==> config.mk <==
export PLATFORM = sky130hd
export DESIGN_NAME = srecord_hex_emitter
export DESIGN_NICKNAME = d
export VERILOG_FILES = /design/src/srhe_pkg.sv /design/src/srecord_hex_emitter.sv /design/src/srhe_ctrl.sv /design/src/srhe_dpath.sv
export VERILOG_INCLUDE_DIRS = /design/src /design/src/src
export SDC_FILE = /design/constraint.sdc
export NUM_CORES = 1
export LEC_CHECK = 0
export BUFFER_PORTS_ARGS = -buffer_cell sky130_fd_sc_hd__buf_2
export CAP_MARGIN = 5
export CORE_ASPECT_RATIO = 0.9
export CORE_UTILIZATION = 55
export DETAILED_ROUTE_END_ITERATION = 12
export PLACE_DENSITY = 0.71
export SYNTH_ARGS = -nofsm -noshare
export SYNTH_HDL_FRONTEND = slang
export SYNTH_SLANG_ARGS = --single-unit
export TNS_END_PERCENT = 50
==> constraint.sdc <==
create_clock -name i_clk -period 5.98 [get_ports i_clk]
set_input_delay 0 -clock i_clk [delete_from_list [all_inputs] [get_ports i_clk]]
set_output_delay 0 -clock i_clk [all_outputs]
set_load 0.005 [all_outputs]
==> src/srecord_hex_emitter_defines.svh <==
// assertion macros for the s-record emitter
`ifndef SRECORD_HEX_EMITTER_DEFINES_SVH
`define SRECORD_HEX_EMITTER_DEFINES_SVH

`ifndef SYNTH
`define SRHE_ASSERT_SAME(label, clk, rst_n, ante, cons) \
    label: assert property (@(posedge clk) disable iff (!rst_n) (ante) |-> (cons)) \
        else $error("srecord emitter: same-cycle check failed");
`define SRHE_ASSERT_NEXT(label, clk, rst_n, ante, cons) \
    label: assert property (@(posedge clk) disable iff (!rst_n) (ante) |=> (cons)) \
        else $error("srecord emitter: next-cycle check failed");
`else
`define SRHE_ASSERT_SAME(label, clk, rst_n, ante, cons)
`define SRHE_ASSERT_NEXT(label, clk, rst_n, ante, cons)
`endif

`endif

==> src/srhe_pkg.sv <==
package srhe_pkg;

    localparam int unsigned RECORD_BYTES_DEF = 16;

    localparam logic [1:0] FUNC_DATA   = 2'd0;
    localparam logic [1:0] FUNC_SEG    = 2'd1;
    localparam logic [1:0] FUNC_FINISH = 2'd2;

    localparam logic [7:0] CH_S       = 8'h53;
    localparam logic [7:0] CH_ONE     = 8'h31;
    localparam logic [7:0] CH_NINE    = 8'h39;
    localparam logic [7:0] CH_NEWLINE = 8'h0A;
    localparam logic [7:0] S9_COUNT   = 8'h03;
    localparam logic [7:0] S1_EXTRA   = 8'h03;

    typedef struct packed {
        logic [1:0]  func;
        logic [7:0]  data_byte;
        logic [15:0] seg_address;
    } t_in_item;

    typedef struct packed {
        logic [7:0] text_char;
        logic       last_char;
    } t_out_item;

    typedef enum logic [2:0] {
        ST_IDLE,
        ST_S1_HEAD,
        ST_S1_DATA,
        ST_S1_TAIL,
        ST_S9
    } t_state;

    typedef enum logic [3:0] {
        SEL_S,
        SEL_ONE,
        SEL_NINE,
        SEL_NEWLINE,
        SEL_CNT,
        SEL_AHI,
        SEL_ALO,
        SEL_DATA,
        SEL_SUM,
        SEL_S9_CNT,
        SEL_NHI,
        SEL_NLO,
        SEL_NSUM
    } t_char_sel;

    typedef struct packed {
        logic      emit;
        t_char_sel sel;
        logic      nib_hi;
        logic      last;
        logic      clear_fill;
    } t_ctl_cmd;

    typedef struct packed {
        logic slot_free;
        logic fill_zero;
    } t_dp_sts;

    function automatic logic [7:0] hex_char(input logic [3:0] v);
        logic [7:0] w;
        w = {4'h0, v};
        if (v < 4'd10) begin
            hex_char = 8'h30 + w;
        end else begin
            hex_char = 8'h37 + w;
        end
    endfunction

endpackage

==> src/srecord_hex_emitter.sv <==
// s19 text emitter for a 16-bit memory image
// input channel: i_in_valid / o_in_stall carrying i_in_item (func, data_byte,
// seg_address); output channel: o_out_valid / i_out_stall carrying one ascii
// character per beat with last_char set on the final character of an item
// an item is taken only while no record is being written out; a data beat
// that does not fill the record buffer is only stored and gives no output
// the beat that fills the buffer, or a begin-segment / finish beat with data
// pending, starts an s1 record of 2*n+11 characters, one per cycle unless the
// receiver stalls; finish adds an s9 record of 11 characters
// the accepting edge sets the control state and the first character is then
// registered; the rest follow one per cycle unless the receiver stalls
// the next item is taken the cycle after the last character is registered
// the single output register sets the pace: while the receiver stalls, the
// character generator holds and no input is taken until the record is out
// reset clears the fill count, both addresses and the output valid; the
// record buffer needs no clearing since only bytes written are read
module srecord_hex_emitter #(
    parameter int unsigned RECORD_BYTES = srhe_pkg::RECORD_BYTES_DEF
) (
    input  logic                i_clk,
    input  logic                i_rst_n,
    input  logic                i_in_valid,
    output logic                o_in_stall,
    input  srhe_pkg::t_in_item  i_in_item,
    output logic                o_out_valid,
    input  logic                i_out_stall,
    output srhe_pkg::t_out_item o_out_item
);
    import srhe_pkg::*;

    localparam int unsigned FW = $clog2(RECORD_BYTES + 1);
    localparam int unsigned IW = (RECORD_BYTES > 1) ? $clog2(RECORD_BYTES) : 1;

    logic          w_busy;
    logic          w_accept;
    t_ctl_cmd      w_cmd;
    t_dp_sts       w_sts;
    logic [FW-1:0] w_fill;
    logic [IW-1:0] w_rd_index;

    assign o_in_stall = w_busy;
    assign w_accept   = i_in_valid && !w_busy;

    srhe_ctrl #(
        .RECORD_BYTES (RECORD_BYTES),
        .FW           (FW),
        .IW           (IW)
    ) u_ctrl (
        .i_clk      (i_clk),
        .i_rst_n    (i_rst_n),
        .i_accept   (w_accept),
        .i_func     (i_in_item.func),
        .i_sts      (w_sts),
        .i_fill     (w_fill),
        .o_busy     (w_busy),
        .o_cmd      (w_cmd),
        .o_rd_index (w_rd_index)
    );

    srhe_dpath #(
        .RECORD_BYTES (RECORD_BYTES),
        .FW           (FW),
        .IW           (IW)
    ) u_dpath (
        .i_clk       (i_clk),
        .i_rst_n     (i_rst_n),
        .i_accept    (w_accept),
        .i_item      (i_in_item),
        .i_cmd       (w_cmd),
        .i_rd_index  (w_rd_index),
        .i_out_stall (i_out_stall),
        .o_sts       (w_sts),
        .o_fill      (w_fill),
        .o_out_valid (o_out_valid),
        .o_out_item  (o_out_item)
    );

endmodule

==> src/srhe_ctrl.sv <==
`include "srecord_hex_emitter_defines.svh"

module srhe_ctrl #(
    parameter int unsigned RECORD_BYTES = srhe_pkg::RECORD_BYTES_DEF,
    parameter int unsigned FW = $clog2(RECORD_BYTES + 1),
    parameter int unsigned IW = (RECORD_BYTES > 1) ? $clog2(RECORD_BYTES) : 1
) (
    input  logic               i_clk,
    input  logic               i_rst_n,
    input  logic               i_accept,
    input  logic [1:0]         i_func,
    input  srhe_pkg::t_dp_sts  i_sts,
    input  logic [FW-1:0]      i_fill,
    output logic               o_busy,
    output srhe_pkg::t_ctl_cmd o_cmd,
    output logic [IW-1:0]      o_rd_index
);
    import srhe_pkg::*;

    localparam int unsigned PW_DATA = $clog2(2 * RECORD_BYTES);
    localparam int unsigned PW = (PW_DATA > 4) ? PW_DATA : 4;

    t_state        r_state, n_state;
    logic [PW-1:0] r_pos, n_pos;
    logic          r_then_s9, n_then_s9;
    logic [PW-1:0] w_data_end;
    logic          w_full_next;
    t_ctl_cmd      w_cmd;

    assign w_data_end  = PW'({i_fill, 1'b0}) - PW'(1);
    assign w_full_next = (i_fill == FW'(RECORD_BYTES - 1));

    always_ff @(posedge i_clk) begin
        if (!i_rst_n) begin
            r_state   <= ST_IDLE;
            r_pos     <= '0;
            r_then_s9 <= 1'b0;
        end else begin
            r_state   <= n_state;
            r_pos     <= n_pos;
            r_then_s9 <= n_then_s9;
        end
    end

    // next state
    always_comb begin
        n_state   = r_state;
        n_pos     = r_pos;
        n_then_s9 = r_then_s9;
        case (r_state)
            ST_IDLE: begin
                n_pos = '0;
                if (i_accept) begin
                    case (i_func)
                        FUNC_DATA: begin
                            n_then_s9 = 1'b0;
                            if (w_full_next) begin
                                n_state = ST_S1_HEAD;
                            end
                        end
                        FUNC_SEG: begin
                            n_then_s9 = 1'b0;
                            if (!i_sts.fill_zero) begin
                                n_state = ST_S1_HEAD;
                            end
                        end
                        FUNC_FINISH: begin
                            n_then_s9 = 1'b1;
                            n_state   = i_sts.fill_zero ? ST_S9 : ST_S1_HEAD;
                        end
                        default: begin
                            n_then_s9 = 1'b0;
                        end
                    endcase
                end
            end
            ST_S1_HEAD: begin
                if (i_sts.slot_free) begin
                    n_pos = r_pos + PW'(1);
                    if (r_pos == PW'(7)) begin
                        n_pos   = '0;
                        n_state = ST_S1_DATA;
                    end
                end
            end
            ST_S1_DATA: begin
                if (i_sts.slot_free) begin
                    n_pos = r_pos + PW'(1);
                    if (r_pos == w_data_end) begin
                        n_pos   = '0;
                        n_state = ST_S1_TAIL;
                    end
                end
            end
            ST_S1_TAIL: begin
                if (i_sts.slot_free) begin
                    n_pos = r_pos + PW'(1);
                    if (r_pos == PW'(2)) begin
                        n_pos   = '0;
                        n_state = r_then_s9 ? ST_S9 : ST_IDLE;
                    end
                end
            end
            ST_S9: begin
                if (i_sts.slot_free) begin
                    n_pos = r_pos + PW'(1);
                    if (r_pos == PW'(10)) begin
                        n_pos   = '0;
                        n_state = ST_IDLE;
                    end
                end
            end
            default: begin
                n_state = ST_IDLE;
                n_pos   = '0;
            end
        endcase
    end

    // command decode
    always_comb begin
        w_cmd            = '0;
        w_cmd.sel        = SEL_S;
        w_cmd.nib_hi     = !r_pos[0];
        w_cmd.emit       = (r_state != ST_IDLE) && i_sts.slot_free;
        case (r_state)
            ST_S1_HEAD: begin
                case (r_pos[2:1])
                    2'd0:    w_cmd.sel = r_pos[0] ? SEL_ONE : SEL_S;
                    2'd1:    w_cmd.sel = SEL_CNT;
                    2'd2:    w_cmd.sel = SEL_AHI;
                    default: w_cmd.sel = SEL_ALO;
                endcase
            end
            ST_S1_DATA: begin
                w_cmd.sel = SEL_DATA;
            end
            ST_S1_TAIL: begin
                if (r_pos[1]) begin
                    w_cmd.sel        = SEL_NEWLINE;
                    w_cmd.last       = !r_then_s9;
                    w_cmd.clear_fill = w_cmd.emit;
                end else begin
                    w_cmd.sel = SEL_SUM;
                end
            end
            ST_S9: begin
                case (r_pos[3:1])
                    3'd0:    w_cmd.sel = r_pos[0] ? SEL_NINE : SEL_S;
                    3'd1:    w_cmd.sel = SEL_S9_CNT;
                    3'd2:    w_cmd.sel = SEL_NHI;
                    3'd3:    w_cmd.sel = SEL_NLO;
                    3'd4:    w_cmd.sel = SEL_NSUM;
                    default: begin
                        w_cmd.sel  = SEL_NEWLINE;
                        w_cmd.last = 1'b1;
                    end
                endcase
            end
            default: begin
                w_cmd.emit = 1'b0;
            end
        endcase
    end

    // buffer read is registered, so address the byte of the next position
    assign o_cmd      = w_cmd;
    assign o_busy     = (r_state != ST_IDLE);
    assign o_rd_index = n_pos[IW:1];

    `SRHE_ASSERT_SAME(a_idle_quiet, i_clk, i_rst_n, r_state == ST_IDLE, !w_cmd.emit)
    `SRHE_ASSERT_SAME(a_emit_slot, i_clk, i_rst_n, w_cmd.emit, i_sts.slot_free)
    `SRHE_ASSERT_NEXT(a_last_idle, i_clk, i_rst_n, w_cmd.emit && w_cmd.last,
                      r_state == ST_IDLE)
    `SRHE_ASSERT_SAME(a_data_filled, i_clk, i_rst_n, r_state == ST_S1_DATA,
                      !i_sts.fill_zero)

endmodule

==> src/srhe_dpath.sv <==
module srhe_dpath #(
    parameter int unsigned RECORD_BYTES = srhe_pkg::RECORD_BYTES_DEF,
    parameter int unsigned FW = $clog2(RECORD_BYTES + 1),
    parameter int unsigned IW = (RECORD_BYTES > 1) ? $clog2(RECORD_BYTES) : 1
) (
    input  logic                i_clk,
    input  logic                i_rst_n,
    input  logic                i_accept,
    input  srhe_pkg::t_in_item  i_item,
    input  srhe_pkg::t_ctl_cmd  i_cmd,
    input  logic [IW-1:0]       i_rd_index,
    input  logic                i_out_stall,
    output srhe_pkg::t_dp_sts   o_sts,
    output logic [FW-1:0]       o_fill,
    output logic                o_out_valid,
    output srhe_pkg::t_out_item o_out_item
);
    import srhe_pkg::*;

    logic [7:0]  r_buf [RECORD_BYTES];
    logic [7:0]  r_rd_byte;
    logic [FW-1:0] r_fill;
    logic [15:0] r_rec_addr;
    logic [15:0] r_next_addr;
    logic [7:0]  r_dsum;
    logic        r_out_valid;
    t_out_item   r_out;

    logic        w_fill_zero;
    logic        w_slot_free;
    logic        w_store;
    logic [7:0]  w_cnt;
    logic [7:0]  w_byte;
    logic [3:0]  w_nib;
    logic [7:0]  w_char;

    assign w_fill_zero = (r_fill == '0);
    assign w_slot_free = !r_out_valid || !i_out_stall;
    assign w_store     = i_accept && (i_item.func == FUNC_DATA);
    assign w_cnt       = 8'(r_fill) + S1_EXTRA;

    always_ff @(posedge i_clk) begin
        if (w_store) begin
            r_buf[r_fill[IW-1:0]] <= i_item.data_byte;
        end
        r_rd_byte <= r_buf[i_rd_index];
    end

    always_ff @(posedge i_clk) begin
        if (!i_rst_n) begin
            r_fill      <= '0;
            r_rec_addr  <= '0;
            r_next_addr <= '0;
            r_dsum      <= '0;
        end else if (i_accept) begin
            if (i_item.func == FUNC_DATA) begin
                if (w_fill_zero) begin
                    r_rec_addr <= r_next_addr;
                    r_dsum     <= i_item.data_byte;
                end else begin
                    r_dsum <= r_dsum + i_item.data_byte;
                end
                r_fill      <= r_fill + FW'(1);
                r_next_addr <= r_next_addr + 16'd1;
            end else if (i_item.func == FUNC_SEG) begin
                r_next_addr <= i_item.seg_address;
            end
        end else if (i_cmd.clear_fill) begin
            r_fill <= '0;
        end
    end

    // byte behind the current hex pair
    always_comb begin
        case (i_cmd.sel)
            SEL_CNT:    w_byte = w_cnt;
            SEL_AHI:    w_byte = r_rec_addr[15:8];
            SEL_ALO:    w_byte = r_rec_addr[7:0];
            SEL_DATA:   w_byte = r_rd_byte;
            SEL_SUM:    w_byte = ~(w_cnt + r_rec_addr[15:8] + r_rec_addr[7:0] + r_dsum);
            SEL_S9_CNT: w_byte = S9_COUNT;
            SEL_NHI:    w_byte = r_next_addr[15:8];
            SEL_NLO:    w_byte = r_next_addr[7:0];
            SEL_NSUM:   w_byte = ~(S9_COUNT + r_next_addr[15:8] + r_next_addr[7:0]);
            default:    w_byte = 8'h00;
        endcase
        w_nib = i_cmd.nib_hi ? w_byte[7:4] : w_byte[3:0];
        case (i_cmd.sel)
            SEL_S:       w_char = CH_S;
            SEL_ONE:     w_char = CH_ONE;
            SEL_NINE:    w_char = CH_NINE;
            SEL_NEWLINE: w_char = CH_NEWLINE;
            default:     w_char = hex_char(w_nib);
        endcase
    end

    always_ff @(posedge i_clk) begin
        if (!i_rst_n) begin
            r_out_valid <= 1'b0;
        end else if (w_slot_free) begin
            r_out_valid <= i_cmd.emit;
        end
    end

    always_ff @(posedge i_clk) begin
        if (w_slot_free && i_cmd.emit) begin
            r_out.text_char <= w_char;
            r_out.last_char <= i_cmd.last;
        end
    end

    assign o_sts.slot_free = w_slot_free;
    assign o_sts.fill_zero = w_fill_zero;
    assign o_fill          = r_fill;
    assign o_out_valid     = r_out_valid;
    assign o_out_item      = r_out;

endmodule
* Word level (Yosys, flattened, before mapping)
Memories as Yosys holds them, arrays and structs flattened. A register that Yosys moved wholly into a read port is not among the register bits. Cells that the tools add are included.
Storage, ports and cells: register bits after elaboration 64, memories 1, bits of input ports 30, output and inout bits 11, memory bits (writable) 128, logic and storage cells 145
Memory list:
- u_dpath.r_buf | words 16, bits a word 8, read ports 1, clocked after Yosys merged registers in 1, wr ports 1, line srhe_dpath.sv:20 | logic [7:0] r_buf [RECORD_BYTES];
Operators by class: $lt $le $gt $ge 1, bitwise operators 2, reduce and logical (&&, ||, !) cells 27, mux-type cells 48, eq/ne operators 42, add/sub/neg operators 13
Operators with widths (count):
- 8-bit case mux with 9 select lines | 1
- 5-bit 2-to-1 mux | 11
- 8-bit adder | 5
- 3-bit 2-to-1 mux | 13
- 16-bit 2-to-1 mux | 2
- 8-bit case mux with 4 select lines | 1
- 4-bit equality test (second input constant) | 5
- 4-bit case mux with 5 select lines | 1
- 5-bit case mux with 4 select lines | 1
- 2-bit by 1-bit inequality test with 1-bit output (second input constant) | 9
- 16-bit by 1-bit adder with 16-bit output (second input constant) | 1
- 4-bit by 3-bit equality test with 1-bit output (second input constant) | 4
- 8-bit 2-to-1 mux | 2
- 8-bit inverter | 2
- 4-bit case mux with 4 select lines | 1
- 3-bit case mux with 5 select lines | 1
- 6-bit by 4-bit adder with 7-bit output (first input constant) | 2
- 3-bit by 2-bit equality test with 1-bit output (second input constant) | 4
- 4-bit case mux with 3 select lines | 1
- 12-bit AND reduction | 1
- 5-bit by 1-bit adder with 5-bit output (second input constant) | 2
- 5-bit by 4-bit equality test with 1-bit output (second input constant) | 2
- 3-bit case mux with 3 select lines | 1
- 2-bit by 8-bit adder with 8-bit output (first input constant) | 1
- other kinds (34) | 59

* Depth between registers and ports, before layout
Gate-level depths: netlist (run 1).
depth after elaboration 10, gate-level depth with buffers 21, gate-level depth less buffers 21

* Hierarchy
From an unflattened synthesis (run 1), not the netlist that was laid out.
Second synthesis, totals: cells, all modules 933, area total of the unflattened synthesis 10691.5 sq um
By module, submodules not included:
- srhe_dpath | cells each 796, area each 9699.3 sq um, seq. area each 5165.0 sq um, instances 1
- srhe_ctrl | cells each 136, area each 978.4 sq um, seq. area each 180.2 sq um, instances 1
- srecord_hex_emitter | cells each 1, area each 13.8 sq um, seq. area each 0.0 sq um, instances 1

* Worst setup path after synthesis (run 1)
OpenSTA, ideal clock, no wires.
kind register -> register, start reg u_dpath.r_fill[0], in the netlist u_dpath.o_fill[0], end reg u_dpath.r_out (netlist bit u_dpath.o_out_item[5]), data pin, clock period less this slack 4355 ps, buffers on the path 0, library setup time 277 ps, path slack 1625 ps, data required time 5703 ps, stages on the path, launching flop included 22, arrival 4078 ps, cells stage by stage dfxtp_1 > inv_1 > ha_1 > inv_1 > fa_1 > inv_1 > fa_1 > inv_1 > ha_1 > inv_1 > fa_1 > nor2b_1 > o21a_1 > nor2_1 > xor2_1 > a221oi_1 > a21oi_1 > inv_1 > ha_1 > a211oi_1 > o21ai_1 > a21boi_1
Between the ends: cells in the longest elaborated chain, start to end 10, elaborated cells between the ends (all ways) 12, those cells by class 6 x add/sub; 1 x order compare; 4 x mux; 1 x bitwise
Ends and longest elaborated chain:
- from (decl) | line srhe_dpath.sv:22 | logic [FW-1:0] r_fill;
- from (signal assigned) | line srhe_dpath.sv:63 | r_fill <= r_fill + FW'(1);
- 5-bit by 2-bit adder with 6-bit output * | line srhe_dpath.sv:40 | assign w_cnt = 8'(r_fill) + S1_EXTRA;
- 8-bit adder (3 in series) | line srhe_dpath.sv:80 | SEL_SUM: w_byte = ~(w_cnt + r_rec_addr[15:8] + r_rec_addr[7:0] + r_dsum);
- 8-bit inverter | line srhe_dpath.sv:80
- 8-bit case mux with 9 select lines * | line srhe_dpath.sv:75 | case (i_cmd.sel)
- 4-bit 2-to-1 mux * | line srhe_dpath.sv:87 | w_nib = i_cmd.nib_hi ? w_byte[7:4] : w_byte[3:0];
- 6-bit by 4-bit adder with 7-bit output (tied with other cells) | line srhe_pkg.sv:70 | hex_char = 8'h37 + w;
- 8-bit 2-to-1 mux * | line srhe_pkg.sv:67 | if (v < 4'd10) begin
- 8-bit case mux with 4 select lines * | line srhe_dpath.sv:88 | case (i_cmd.sel)
- net u_dpath.w_char[4] | line srhe_dpath.sv:35 | logic [7:0] w_char;
- to (decl) | line srhe_dpath.sv:27 | t_out_item r_out;
The timed path passes the listed nets; every way through them passes the cells marked *. A chain may end at the register's enable or synchronous reset.

* Worst setup path in the final report (run 1)
start reg u_dpath.r_fill[0], in the netlist u_dpath.o_fill[0], end reg u_dpath.r_out (netlist bit u_dpath.o_out_item[3]), data pin
The elaborated chain is that of the path after synthesis.

==> results of run 1 <==
==> metal layers <==
metal / global-route usage [%] / wire (um) / up-vias / part of all wire, %
li1: - / - / 3739 / -
met1: 42.5 / 13200 / 3876 / 48
met2: 39.6 / 11800 / 301 / 43
met3: 6.53 / 2270 / 30 / 8.2
met4: 6.72 / 342 / 0 / 1.2
met5: 0 / 0 / - / 0
==> per-stage QoR <==
step	worst slack [ns]	total power, mW
after floorplan	1.63	2.26
after global placement	1.33	2.52
after detailed placement	1.15	2.53
after CTS	1.13	3.74
after global routing	0.800	3.90
final	1.05	3.74
==> cell usage after synthesis, types with 6 or more instances <==
master	number
sky130_fd_sc_hd__edfxtp_1	136
sky130_fd_sc_hd__mux2i_1	88
sky130_fd_sc_hd__nor2_1	70
sky130_fd_sc_hd__a21oi_1	68
sky130_fd_sc_hd__dfxtp_1	63
sky130_fd_sc_hd__nand2_1	60
sky130_fd_sc_hd__inv_1	59
sky130_fd_sc_hd__ha_1	38
sky130_fd_sc_hd__o21ai_0	37
sky130_fd_sc_hd__a211oi_1	30
sky130_fd_sc_hd__clkbuf_1	26
sky130_fd_sc_hd__and3_1	22
sky130_fd_sc_hd__nand3_1	21
sky130_fd_sc_hd__buf_2	17
sky130_fd_sc_hd__fa_1	15
sky130_fd_sc_hd__xnor2_1	14
sky130_fd_sc_hd__a221oi_1	12
sky130_fd_sc_hd__nor2b_1	12
sky130_fd_sc_hd__xor2_1	12
sky130_fd_sc_hd__nor3_1	11
sky130_fd_sc_hd__o22ai_1	10
sky130_fd_sc_hd__a21o_1	9
sky130_fd_sc_hd__a22o_1	9
sky130_fd_sc_hd__a221o_1	8
sky130_fd_sc_hd__and2_1	7
sky130_fd_sc_hd__nand2b_1	7
sky130_fd_sc_hd__a22oi_1	6
==> worst min-delay path by stage <==
stage	from	to	cells past startpoint	slack, ns
2_1_floorplan	i_in_item[16]	u_dpath.r_buf[0][0]	0	0.1
3_3_place_gp	i_in_item[12]	u_dpath.r_next_addr[12]	3	0.30
3_5_place_dp	i_in_item[12]	u_dpath.r_next_addr[12]	3	0.31
4_1_cts	i_in_item[25]	u_dpath.r_next_addr[1]	3	0.01
5_1_grt	i_in_item[23]	u_dpath.r_buf[14][7]	1	0.02
6_report	i_in_item[23]	u_dpath.r_buf[15][7]	1	0.03
==> flip-flops by register name, summed over array words and instances (netlist names) <==
name and cells:
u_dpath.r_buf 128, u_dpath.r_next_addr 16, u_dpath.r_rec_addr 16, u_dpath.o_out_item 8, u_dpath.r_dsum 8, u_dpath.r_rd_byte 8, u_ctrl.r_pos 5, u_dpath.o_fill 5
u_ctrl.r_state 3, u_ctrl.r_then_s9 1, u_dpath.o_out_valid 1
==> what timing repair did <==
item	4_1_cts	5_1_grt
hold buffers	25	0
gates resized for setup	0	0
hold endpoints to repair	95	0
==> logic make-up after synthesis <==
| group | count (synthesis) |
|---|---|
| adders and majority gates | 53 |
| other | 1 |
| buffers and inverters | 115 |
| DFF | 199 |
| muxes | 92 |
| xor gates and xnor gates | 30 |
| and+or+nand+nor | 254 |
| AOI/OAI and AO/OA | 243 |
==> layout make-up <==
class / instances / area [um2]
fill: 1546 / 7180
sequential: 199 / 5350
multi-input combinational: 673 / 5100
timing repair buffer: 75 / 528
clock buffer: 17 / 425
tap: 250 / 313
inverter: 60 / 225
clock inverter: 15 / 219
==> worst max-delay path: cells and delay by family (launching register included) <==
family,cells,cell delay (ns)
buffers and inverters,5,0.45
flip-flops,1,0.56
adder cells (fa/ha/maj),5,1.87
AND/OR/NAND/NOR,2,0.23
multiplexers,1,0.33
XOR/XNOR,1,0.17
AO/OA/AOI/OAI,3,1.07
==> power by group <==
group | internal, mW | switching, mW
clock network | 0.592 | 0.631
logic | 0.332 | 0.534
registers | 1.56 | 0.0971
total | 2.48 | 1.26
==> impl_metrics.sql, run 1 <==
INSERT INTO impl_metrics (metric_group, metric, value, unit) VALUES
('timing', 'tns', '0', 'ns'),
('worst_setup_path', 'critical_path.reg2reg.endpoint', 'u_dpath.o_out_item[3]', ''),
('logic_synthesis', 'synth-adder-area-share', '7.10', '%'),
('logic_synthesis', 'yosys.area.top_type_share', '37.4', '%'),
('global_route', 'track_usage', '27.9', '%'),
('drt', 'num_vias', '7946', ''),
('layout', 'layout-area-overhead-vs-synth', '11.3', '%'),
('logic_synthesis', 'post_synthesis_simple_gate_area_fraction', '12.2', '%'),
('logic_synthesis', 'synth.ff_latch_count', '199', ''),
('global_route', 'number_of_antenna_violations_at_the_first_check_in_global_routing', '0', ''),
('clock_network', 'clock_sinks', '199', ''),
('placement', 'place_hpwl', '19000', 'um'),
('floorplan', 'num_io_pins', '41', ''),
('logic_synthesis', 'postSynthCellCount', '987', ''),
('global_route', 'grt_max_degree', '65', ''),
('job', 'maxCapViolations', '0', ''),
('logic_synthesis', 'synth.yosys.seq_area_share', '48.9', '%'),
('worst_setup_path', 'worst-path-max-fanout', '9', ''),
('floorplan', 'fp.dieArea', '20400', 'um2'),
('timing', 'report.final.setup_viol', '0', ''),
('worst_setup_path', 'critical_path_source_type', 'register', ''),
('layout', 'mostFrequentLayoutCells', 'sky130_fd_sc_hd__edfxtp_1, sky130_fd_sc_hd__mux2i_1, sky130_fd_sc_hd__nor2_1', ''),
('placement', 'place_congestion', '0.957', ''),
('worst_setup_path', 'regToRegSetupSlack', '1.05', 'ns'),
('placement', 'post-place-cells', '1232', ''),
('layout', 'final_non_filler_cell_total', '1289', ''),
('worst_setup_path', 'r2r_cells', '17', ''),
('clock_network', 'post_cts.repair.setup_buffers', '0', ''),
('worst_setup_path', 'required', '6.17', 'ns'),
('worst_setup_path', 'crit_path_cell_trace', 'inv_1, ha_1, inv_1, fa_1, inv_1, fa_1, inv_1, ha_1, inv_1, fa_1, xor2_1, a221oi_1, nand2_1, a2111oi_0, a31oi_1, nand2_1, mux2_2', ''),
('layout', 'most_frequent_standard_cell_in_the_layout_excluding_fill_and_tap_cells', 'sky130_fd_sc_hd__edfxtp_1', ''),
('placement', 'placed_cell_area', '11300', 'um2'),
('placement', 'place.port_buffers', '39', ''),
('logic_synthesis', 'synth_xor_area_share', '2.78', '%'),
('drt', 'remaining_drc_errors', '0', ''),
('floorplan', 'initial_core_util', '56.5', '%'),
('logic_synthesis', 'synthMuxAreaShare', '8.47', '%'),
('worst_setup_path', 'timing.critical_path.to_type', 'register', ''),
('floorplan', 'std_cell_rows', '48', ''),
('status', 'run_status', 'finished, final reports clean', ''),
('timing', 'tightestPinTransition', '1.07', 'ns'),
('logic_synthesis', 'synth-main-ff-cell', 'sky130_fd_sc_hd__edfxtp_1', ''),
('clock_network', 'clock-root-buffer', 'sky130_fd_sc_hd__clkbuf_16', ''),
('drt', 'routed_length_per_placed_instance', '21.4', 'um'),
('logic_synthesis', 'post_synth.cell_area_avg', '11.1', 'um2'),
('global_route', 'grt_pass1_vias', '7252', ''),
('drt', 'drt-initial-drc-count', '653', ''),
('clock_network', 'cts-htree-levels', '4', ''),
('timing', 'finalHoldViolCount', '0', ''),
('global_route', 'grt_pass1_wl', '41600', 'um'),
('worst_setup_path', 'max_stage_delay', '0.56', 'ns'),
('timing', 'fin_crit', '4.93', 'ns'),
('floorplan', 'dieHeight', '136', 'um'),
('layout', 'final_util', '62.9', '%'),
('timing', 'rsz_0062_raised_after_global_routing', 'false', ''),
('clock_network', 'clock_latency', '0.44', 'ns'),
('clock_network', 'cts_tree', 'built', ''),
('logic_synthesis', 'synthesis.area', '10900', 'um2'),
('worst_setup_path', 'setup.worst_path.end', 'u_dpath.o_out_item[3]', ''),
('clock_network', 'numCtsBuffers', '17', ''),
('drt', 'drt-pass1-iter-count', '7', ''),
('clock_network', 'cts_max_path_buffers', '2', ''),
('timing', 'slew_violations', '0', ''),
('worst_hold_path', 'min_path_type', 'in2reg', ''),
('logic_synthesis', 'synth_cell_types', '84', ''),
('logic_synthesis', 'synthArstFlopShare', '0', '%'),
('layout', 'postLayoutCellArea', '12200', 'um2'),
('drt', 'totalWireLength', '27600', 'um'),
('logic_synthesis', 'synth-edff-count', '136', ''),
('worst_setup_path', 'path_class', 'reg2reg', ''),
('floorplan', 'core_region_area', '19300', 'um2');
No activity file was read; power rests on OpenSTA's default activity.
==> run 2: changes to the inputs <==
==> constraint.sdc (replaced) <==
create_clock -name i_clk -period 4.6 [get_ports i_clk]
set_input_delay 0 -clock i_clk [delete_from_list [all_inputs] [get_ports i_clk]]
set_output_delay 0 -clock i_clk [all_outputs]
set_load 0.005 [all_outputs]
==> impl_metrics.sql, run 2 (synthesized netlist as in run 1, its figures left out) <==
INSERT INTO impl_metrics (metric_group, metric, value, unit) VALUES
('layout', 'antenna-diode-count', '0', ''),
('layout', 'final_layout_size_suffix_gt1_share', '13.9', '%'),
('global_route', 'grt_remaining_overflow', '0', ''),
('placement', 'place_hpwl', '19400', 'um'),
('pwr', 'power.ir.vdd_worst', '264', 'uV'),
('floorplan', 'dieHeight', '136', 'um'),
('floorplan', 'std_cell_rows', '48', ''),
('drt', 'num_vias', '8094', ''),
('global_route', 'grt_max_degree', '50', ''),
('timing', 'worst_rel_slew_slack', '25.1', '%'),
('clock_network', 'cts-htree-levels', '4', ''),
('layout', 'final_util', '63.8', '%'),
('worst_hold_path', 'min_path_type', 'in2reg', ''),
('worst_setup_path', 'path_class', 'reg2reg', ''),
('global_route', 'grt_pass1_vias', '7455', ''),
('global_route', 'number_of_antenna_violations_at_the_first_check_in_global_routing', '0', ''),
('placement', 'place.port_buffers', '39', ''),
('drt', 'routed_length_per_placed_instance', '21.4', 'um'),
('layout', 'layout-area-overhead-vs-synth', '12.8', '%'),
('clock_network', 'clkTransAtPathRegs', '0.08', 'ns'),
('worst_setup_path', 'worst-path-max-fanout', '6', ''),
('floorplan', 'fp.dieArea', '20400', 'um2'),
('floorplan', 'core_region_area', '19300', 'um2'),
('status', 'run_status', 'finished, final reports clean', ''),
('timing', 'clock.fmax', '227', 'MHz'),
('timing', 'finalHoldViolCount', '0', ''),
('timing', 'tightestPinTransition', '1.12', 'ns'),
('layout', 'most_frequent_standard_cell_in_the_layout_excluding_fill_and_tap_cells', 'sky130_fd_sc_hd__edfxtp_1', ''),
('drt', 'drt-initial-drc-count', '804', ''),
('drt', 'totalWireLength', '27900', 'um'),
('drt', 'viasPerCell', '6.21', ''),
('timing', 'tns', '0', 'ns'),
('pwr', 'leakage', '4.51', 'nW'),
('worst_setup_path', 'required', '4.79', 'ns'),
('floorplan', 'die_width', '151', 'um'),
('clock_network', 'numCtsBuffers', '17', ''),
('placement', 'place_congestion', '0.955', ''),
('layout', 'mostFrequentLayoutCells', 'sky130_fd_sc_hd__edfxtp_1, sky130_fd_sc_hd__mux2i_1, sky130_fd_sc_hd__nor2_1', ''),
('timing', 'slew_violations', '0', ''),
('placement', 'placed_cell_area', '11400', 'um2'),
('worst_setup_path', 'critical_path_source_type', 'register', ''),
('drt', 'drt-pass1-iter-count', '7', ''),
('floorplan', 'initial_core_util', '56.5', '%'),
('clock_network', 'clock-root-buffer', 'sky130_fd_sc_hd__clkbuf_16', ''),
('layout', 'flip_flop_count_of_the_largest_register_all_copies_and_words_added', '128', ''),
('layout', 'final_nets', '1123', ''),
('pwr', 'report.power.total', '4.90', 'mW'),
('global_route', 'track_usage', '28.4', '%'),
('drt', 'antenna_violating_nets_post_route', '0', ''),
('clock_network', 'clock_latency', '0.44', 'ns'),
('job', 'maxCapViolations', '0', ''),
('worst_setup_path', 'timing.critical_path.to_type', 'register', ''),
('global_route', 'grt_pass1_wl', '42500', 'um'),
('drt', 'remaining_drc_errors', '0', ''),
('clock_network', 'cts_max_path_buffers', '2', ''),
('worst_setup_path', 'worst-endpoint-arrival', '4.59', 'ns'),
('timing', 'report.final.setup_viol', '0', ''),
('timing', 'skew', '0.0131', 'ns'),
('clock_network', 'cts_tree', 'built', ''),
('timing', 'finalCritPeriodShare', '95.6', '%'),
('layout', 'postLayoutCellArea', '12300', 'um2'),
('timing', 'fin_crit', '4.40', 'ns'),
('floorplan', 'num_io_pins', '41', ''),
('clock_network', 'clock_sinks', '199', ''),
('pwr', 'total_power_divided_by_cell_area', '397', 'nW/um2');
## run 2: cell count changes in the layout (fill, tap and decap cells not counted), sizes merged
| cell | before | now |
|---|---|---|
| buf | 50 | 64 |
| clkinv | 7 | 8 |
| bufinv | 0 | 1 |
| inv | 68 | 66 |
## run 2: area by class of cell
cell class              instances  area, um2
clock buffers                  17        425
clock inverters                15        230
fillers                      1569       7010
inverters                      60        225
multi-input cells             673       5130
flip-flops and latches        199       5350
well taps                     250        313
repair buffers                 89        658
## run 2: power breakdown
| group | total (mW) | internal [mW] | switching [mW] |
|---|---|---|---|
| Combinational | 1.16 | 0.448 | 0.707 |
| Sequential | 2.15 | 2.02 | 0.123 |
| Clock | 1.60 | 0.811 | 0.785 |
## run 2: timing repair
action	4_1_cts	5_1_grt
setup buffers	0	1
endpoints found under the hold margin	122	0
setup endpoints to repair	0	6
gates resized for setup	0	8
hold buffers	25	0
## run 2: path summary, 6_finish.rpt
path	startpoint	to	slack, ns	cells after the start
setup / recovery	u_dpath.o_fill[0]	u_dpath.o_out_item[3]	0.20	17
hold / removal	i_in_item[23]	u_dpath.r_buf[7][7]	0.03	1
setup reg to reg	u_dpath.o_fill[0]	u_dpath.o_out_item[3]	0.20	17
hold reg to reg	u_dpath.r_rec_addr[12]	u_dpath.r_rec_addr[12]	0.51	2
## run 2: worst max-delay path, stage by stage, from the launching register on
cell and delay, ns:
sky130_fd_sc_hd__dfxtp_1 0.35, sky130_fd_sc_hd__inv_1 0.10, sky130_fd_sc_hd__ha_1 0.36, sky130_fd_sc_hd__inv_1 0.08, sky130_fd_sc_hd__fa_1 0.48, sky130_fd_sc_hd__inv_1 0.05
sky130_fd_sc_hd__fa_1 0.45, sky130_fd_sc_hd__inv_1 0.07, sky130_fd_sc_hd__ha_1 0.18, sky130_fd_sc_hd__inv_1 0.06, sky130_fd_sc_hd__fa_1 0.40, sky130_fd_sc_hd__xor2_1 0.18
sky130_fd_sc_hd__a221oi_1 0.34, sky130_fd_sc_hd__nand2_1 0.15, sky130_fd_sc_hd__a2111oi_4 0.33, sky130_fd_sc_hd__a31oi_2 0.13, sky130_fd_sc_hd__nand2_1 0.11, sky130_fd_sc_hd__mux2_2 0.33
## run 2: metal layers
layer	global-route usage [%]	wire, um	up-vias
li1	-	-	3772
met1	43.7	12900	3918
met2	39.2	11800	377
met3	7.24	2820	27
met4	7.33	347	0
met5	0	0	-
## run 2: stage by stage
step                      hold slack (ns)  setup WS [ns]  cells
after floorplan                    0.0989          0.245    987
after global routing               0.0256        -0.0413   1303
after CTS                          0.0235         0.0981   1302
after detailed placement            0.301          0.114   1245
after global placement              0.299          0.240   1245
final                              0.0275          0.200   1303
